## src/design/smou_pkg.sv

```systemverilog
package smou_pkg;

   localparam int unsigned STACK_DEPTH = 256;
   localparam int unsigned SP_W = $clog2(STACK_DEPTH);
   localparam int unsigned CNT_W = $clog2(STACK_DEPTH + 1);
   localparam int unsigned WORD_W = 32;
   localparam int unsigned STEP_W = $clog2(WORD_W + 1);

   localparam logic [4:0] OP_NEG = 5'd1;
   localparam logic [4:0] OP_ADD = 5'd2;
   localparam logic [4:0] OP_SUB = 5'd3;
   localparam logic [4:0] OP_MUL = 5'd4;
   localparam logic [4:0] OP_DIV = 5'd5;
   localparam logic [4:0] OP_MOD = 5'd6;
   localparam logic [4:0] OP_EQ = 5'd7;
   localparam logic [4:0] OP_NE = 5'd8;
   localparam logic [4:0] OP_LT = 5'd9;
   localparam logic [4:0] OP_GE = 5'd10;
   localparam logic [4:0] OP_GT = 5'd11;
   localparam logic [4:0] OP_LE = 5'd12;
   localparam logic [4:0] OP_WRITE = 5'd13;
   localparam logic [4:0] OP_WRITELN = 5'd14;
   localparam logic [4:0] OP_READ = 5'd15;
   localparam logic [4:0] OP_READLN = 5'd16;

   localparam logic [2:0] ST_OK = 3'd0;
   localparam logic [2:0] ST_UNDER = 3'd1;
   localparam logic [2:0] ST_SOVF = 3'd2;
   localparam logic [2:0] ST_AOVF = 3'd3;
   localparam logic [2:0] ST_DIV0 = 3'd4;
   localparam logic [2:0] ST_BADOP = 3'd5;

   // Control between the sequencer and the bit-serial arithmetic unit.
   typedef struct packed {
      logic start;
      logic is_mul;
   } ser_ctl_type;

   typedef struct packed {
      logic done;
   } ser_sts_type;

endpackage

```

## src/design/smou_serial_unit.sv

```systemverilog
// Bit-serial multiply and divide on 32-bit magnitudes. One bit of the
// operand shifts through per cycle; done rises with the last shift step.
module smou_serial_unit (
   input  logic                         clock,
   input  logic                         reset,
   input  smou_pkg::ser_ctl_type        ctl,
   input  logic [smou_pkg::WORD_W-1:0]  a_mag,
   input  logic [smou_pkg::WORD_W-1:0]  b_mag,
   output smou_pkg::ser_sts_type        sts,
   output logic [2*smou_pkg::WORD_W-1:0] prod,
   output logic [smou_pkg::WORD_W-1:0]  quot,
   output logic [smou_pkg::WORD_W-1:0]  rem
);
   import smou_pkg::*;

   logic              busy_ff, busy_in;
   logic              mul_ff, mul_in;
   logic [STEP_W-1:0] cnt_ff, cnt_in;
   logic [WORD_W-1:0] b_ff, b_in;
   // Multiply: acc_ff holds the high half, sh_ff the multiplier then low half.
   // Divide: acc_ff holds the partial remainder, sh_ff the dividend then quotient.
   logic [WORD_W-1:0] acc_ff, acc_in;
   logic [WORD_W-1:0] sh_ff, sh_in;
   logic              done_ff, done_in;

   logic [WORD_W:0]   msum;
   logic [WORD_W:0]   trial;
   logic [WORD_W:0]   rsh;

   always_comb begin
      msum  = {1'b0, acc_ff} + (sh_ff[0] ? {1'b0, b_ff} : '0);
      rsh   = {acc_ff, sh_ff[WORD_W-1]};
      trial = rsh - {1'b0, b_ff};
      busy_in = busy_ff;
      mul_in  = mul_ff;
      cnt_in  = cnt_ff;
      b_in    = b_ff;
      acc_in  = acc_ff;
      sh_in   = sh_ff;
      done_in = 1'b0;
      if (ctl.start) begin
         busy_in = 1'b1;
         mul_in  = ctl.is_mul;
         cnt_in  = '0;
         b_in    = b_mag;
         acc_in  = '0;
         sh_in   = ctl.is_mul ? b_mag : a_mag;
         if (ctl.is_mul) b_in = a_mag;
      end else if (busy_ff) begin
         if (mul_ff) begin
            acc_in = msum[WORD_W:1];
            sh_in  = {msum[0], sh_ff[WORD_W-1:1]};
         end else if (!trial[WORD_W]) begin
            acc_in = trial[WORD_W-1:0];
            sh_in  = {sh_ff[WORD_W-2:0], 1'b1};
         end else begin
            acc_in = rsh[WORD_W-1:0];
            sh_in  = {sh_ff[WORD_W-2:0], 1'b0};
         end
         cnt_in = cnt_ff + 1'b1;
         if (cnt_ff == STEP_W'(WORD_W - 1)) begin
            busy_in = 1'b0;
            done_in = 1'b1;
         end
      end
   end

   always_ff @(posedge clock) begin
      if (reset) begin
         busy_ff <= 1'b0;
         done_ff <= 1'b0;
         cnt_ff  <= '0;
         mul_ff  <= 1'b0;
      end else begin
         busy_ff <= busy_in;
         done_ff <= done_in;
         cnt_ff  <= cnt_in;
         mul_ff  <= mul_in;
      end
      b_ff   <= b_in;
      acc_ff <= acc_in;
      sh_ff  <= sh_in;
   end

   assign sts.done = done_ff;
   assign prod = {acc_ff, sh_ff};
   assign quot = sh_ff;
   assign rem  = acc_ff;

`ifndef NO_ASSERTIONS
   a_done_once: assert property (@(posedge clock) disable iff (reset)
      done_ff |=> !done_ff) else $error("done held two cycles");
   a_done_end: assert property (@(posedge clock) disable iff (reset)
      done_ff |-> !busy_ff) else $error("done while busy");
   a_cnt_idle: assert property (@(posedge clock) disable iff (reset)
      (busy_ff && !ctl.start && cnt_ff == STEP_W'(WORD_W - 1)) |=> done_ff)
      else $error("last step did not finish");
`endif

endmodule

```

## config.mk

```make
export PLATFORM = sky130hd
export DESIGN_NAME = smou_serial_unit
export DESIGN_NICKNAME = d
export VERILOG_FILES = /design/src/design/smou_pkg.sv /design/src/design/smou_serial_unit.sv
export SDC_FILE = /design/constraint.sdc
export NUM_CORES = 1
export LEC_CHECK = 0
export ABC_AREA = 1
export BUFFER_PORTS_ARGS = -buffer_cell sky130_fd_sc_hd__buf_2
export CAP_MARGIN = 20
export CORE_MARGIN = 5
export CORE_UTILIZATION = 50
export CTS_CLUSTER_DIAMETER = 50
export DETAILED_ROUTE_END_ITERATION = 10
export GPL_TIMING_DRIVEN = 0
export PLACE_DENSITY = 0.8
export SLEW_MARGIN = 10
export SYNTH_ARGS = -nofsm -noshare
export SYNTH_HDL_FRONTEND = slang
export SYNTH_SLANG_ARGS = --single-unit
export TNS_END_PERCENT = 10
```

## constraint.sdc

```tcl
create_clock -name clock -period 4.1 [get_ports clock]
set_input_delay 1.23 -clock clock [delete_from_list [all_inputs] [get_ports clock]]
set_output_delay 1.23 -clock clock [all_outputs]
set_load 0.05 [all_outputs]
```

==> results.cfg <==
[outcome]
status = complete, no violations

[cts]
clk_latency_ps = 360
clkSinkCount = 105
post-cts-setup-buffer-count = 0
clockBufferDepth = 2
cts_buffers = 9
cts_tree = yes
ctsResizeCount = 0
htree_levels = 3
cts-hold-fix-buffers = 0
clk_transition_reported_paths_ps = 80
clockRootBuffer = clkbuf_16

[placement]
gp_congestion = 0.962
dpl.hpwl_um = 30700
port_buffers = 195

[timing]
slew_viol_final = 0
relSlewSlack = 0.431
rsz0062_at_grt = false
tns_ps = 0
hold_viol = 0
finalSetupViolations = 0
min_period_over_period = 0.821
final.min_clock_period_ps = 3370
tightest_slew_ps = 853
timing.fmax_mhz = 297
final.setup_skew_ps = 12.6

[route]
drtAntennaViolNets = 0
drc = 0
drtIter0Drc = 900
routed_wirelength_um = 37000
wl_per_cell_um = 16.7
num_vias = 11700
first_pass_iters = 5
via_per_inst = 5.27

[floorplan]
die_width_um = 156
initial_utilization = 0.506
ioPinCount = 197
dieArea_mm2 = 0.0242
die_y_um = 156
num_rows = 53
core-area_mm2 = 0.0210

[worst_hold_path]
hp-class = reg -> reg
hold_start = cnt_ff[1]
min_path_cells = 2
hold_path_end = cnt_ff[1]

[global_routing]
grt_start_max_net_pins = 40
grt_pass1_wl_um = 56900
grt_overflow = 0
grt_pass1_vias = 10800
grt_use_total = 0.297
antenna_found_initial = 0

[critical_path]
crit_path_start_kind = register
cp.arrival_ps = 3650
setup.worst_path.class = reg -> reg
regToRegEndpoint = rem[21]
r2r_cells = 18
crit_required_ps = 4380
critPathCaptureType = register
cp_max_fo = 10
reg2reg_from = quot[0]
ff2ff_setup_slack_ps = 730

[logic_synthesis]
ys_types = 44
yosys-top-cells-count = 544 x nand2_1, 268 x inv_1, 153 x nor2_1
yosysSeqAreaShare = 0.259
synthFlopType = edfxtp_1
synth-edff-count = 64
netlist_top_cells_area = nand2_1 19%, edfxtp_1 18%, inv_1 9.5%
syn-num-nets = 1864
yosysMostFrequentCell = nand2_1
syn_area_per_cell_um2 = 6.14
synth-warning-count = 0
syn_inst = 1729
synth-seq-cells = 105
synth_top_area_share = 0.192
synth-async-reset-ratio = 0
synth_area_mm2 = 0.0106
yosysTopAreaCell = nand2_1

[power_and_ir_drop]
switchingPower_uw = 2060
irDropWorstVdd_v = 0.000235
p_int_uw = 2310
pwr-share-comb = 0.479
p_leak_uw = 0.00685
cellPowerDensity_mw_per_mm2 = 358
power.total_uw = 4370
power_frac_seq = 0.320
swShare = 0.472
clkPwrFrac = 0.201

[layout]
nets = 2070
drive_above_1_share = 0.158
antennaDiodeCount = 0
area_growth_pct = 15.2
nFillCells = 2160

[job]
maxCapViolations = 0
## routing by layer
layer / share of wire / wire length (um) / track usage / vias to the layer above
met5: 0 / 0 / 0 / -
met4: 0.028 / 1050 / 0.0930 / 0
met3: 0.079 / 2930 / 0.0297 / 57
met2: 0.46 / 16900 / 0.493 / 488
met1: 0.44 / 16200 / 0.409 / 5232
li1: - / - / - / 5890
## flip-flops by register name, indices dropped and copies added, names as in the netlist
signal and cells:
b_ff 32, busy_ff 1, cnt_ff 6, mul_ff 1, quot 32, rem 32, sts 1
## cell families (layout without fill, tap and decap cells)
family	after synthesis	after routing	synth area share
AND/OR/NAND/NOR	849	849	0.326
buffers and inverters	389	600	0.163
AO/OA/AOI/OAI	299	299	0.155
flip-flops	105	105	0.259
adder cells (fa/ha/maj)	67	67	0.0804
XOR/XNOR	20	20	0.0165
## metrics by stage
stage | hold WS, ps | utilization | setup WS (ps) | cells | cell area (um2)
CTS | 507 | 0.583 | 713 | 2215 | 12200
detailed placement | 495 | 0.569 | 724 | 2199 | 11900
finish | 507 | 0.583 | 734 | 2215 | 12200
floorplan | 458 | - | 1370 | 1729 | 10600
global placement | 471 | 0.569 | 415 | 2199 | 11900
global route | 556 | 0.583 | 398 | 2215 | 12200
## power by group through the flow
stage / Sequential, uW / Clock, uW / Combinational, uW
after global placement: 1410 / 0 / 2050
final: 1400 / 879 / 2090
after detailed placement: 1410 / 0 / 2070
after floorplan: 1580 / 0 / 1340
after global routing: 1410 / 928 / 2290
after CTS: 1390 / 888 / 2080
## layout by cell type, fill, tap and decap left out, types with 3 or more instances in the layout
master,n
a21o_1,7
a21oi_1,103
and2_1,4
buf_1,5
buf_2,201
buf_4,65
clkbuf_1,41
clkbuf_16,9
dfxtp_1,41
edfxtp_1,64
ha_1,65
inv_1,267
inv_2,3
nand2_1,544
nand2_2,8
nand3_1,85
nand3b_1,8
nand4_1,13
nor2_1,153
nor2_2,7
nor3_1,17
nor3b_1,3
o211ai_1,17
o21a_1,5
o21ai_0,120
o21bai_1,6
o22ai_1,30
xnor2_1,5
xor2_1,15
## worst max path at each step
| stage | start | end | slack (ps) |
|---|---|---|---|
| 3_3_place_gp | ctl[1] | quot[29] | 420 |
| 2_1_floorplan | quot[0] | rem[17] | 1370 |
| 4_1_cts | quot[0] | rem[27] | 710 |
| 3_5_place_dp | quot[0] | rem[27] | 720 |
| 5_1_grt | quot[0] | rem[21] | 400 |
| 6_report | quot[0] | rem[21] | 730 |
## critical path, stage by stage, from the launching register on
cell      delay (ps)
edfxtp_1         460
clkbuf_1         370
clkbuf_1         510
nand2_1          110
inv_1             80
ha_1             270
a21oi_1          150
nand2_1          150
nand3_1          100
nand2_1          100
nand2_1          100
nand2_1          170
nand2_1          100
nand2_1           70
nand2_1           70
nand2_1           50
o21bai_1         250
inv_1             70
a21oi_1          120
## layout make-up
class	instances	area (um2)	share of cell area
clock buffer	10	229	0.0187
sequential	105	2740	0.224
multi-input combinational	1235	6140	0.502
inverter	271	1020	0.0832
tap	275	344	0.0282
timing repair buffer	195	976	0.0799
buffer	118	709	0.0581
clock inverter	6	62.6	0.00512
Note: power is estimated with default switching activity, not from simulation.
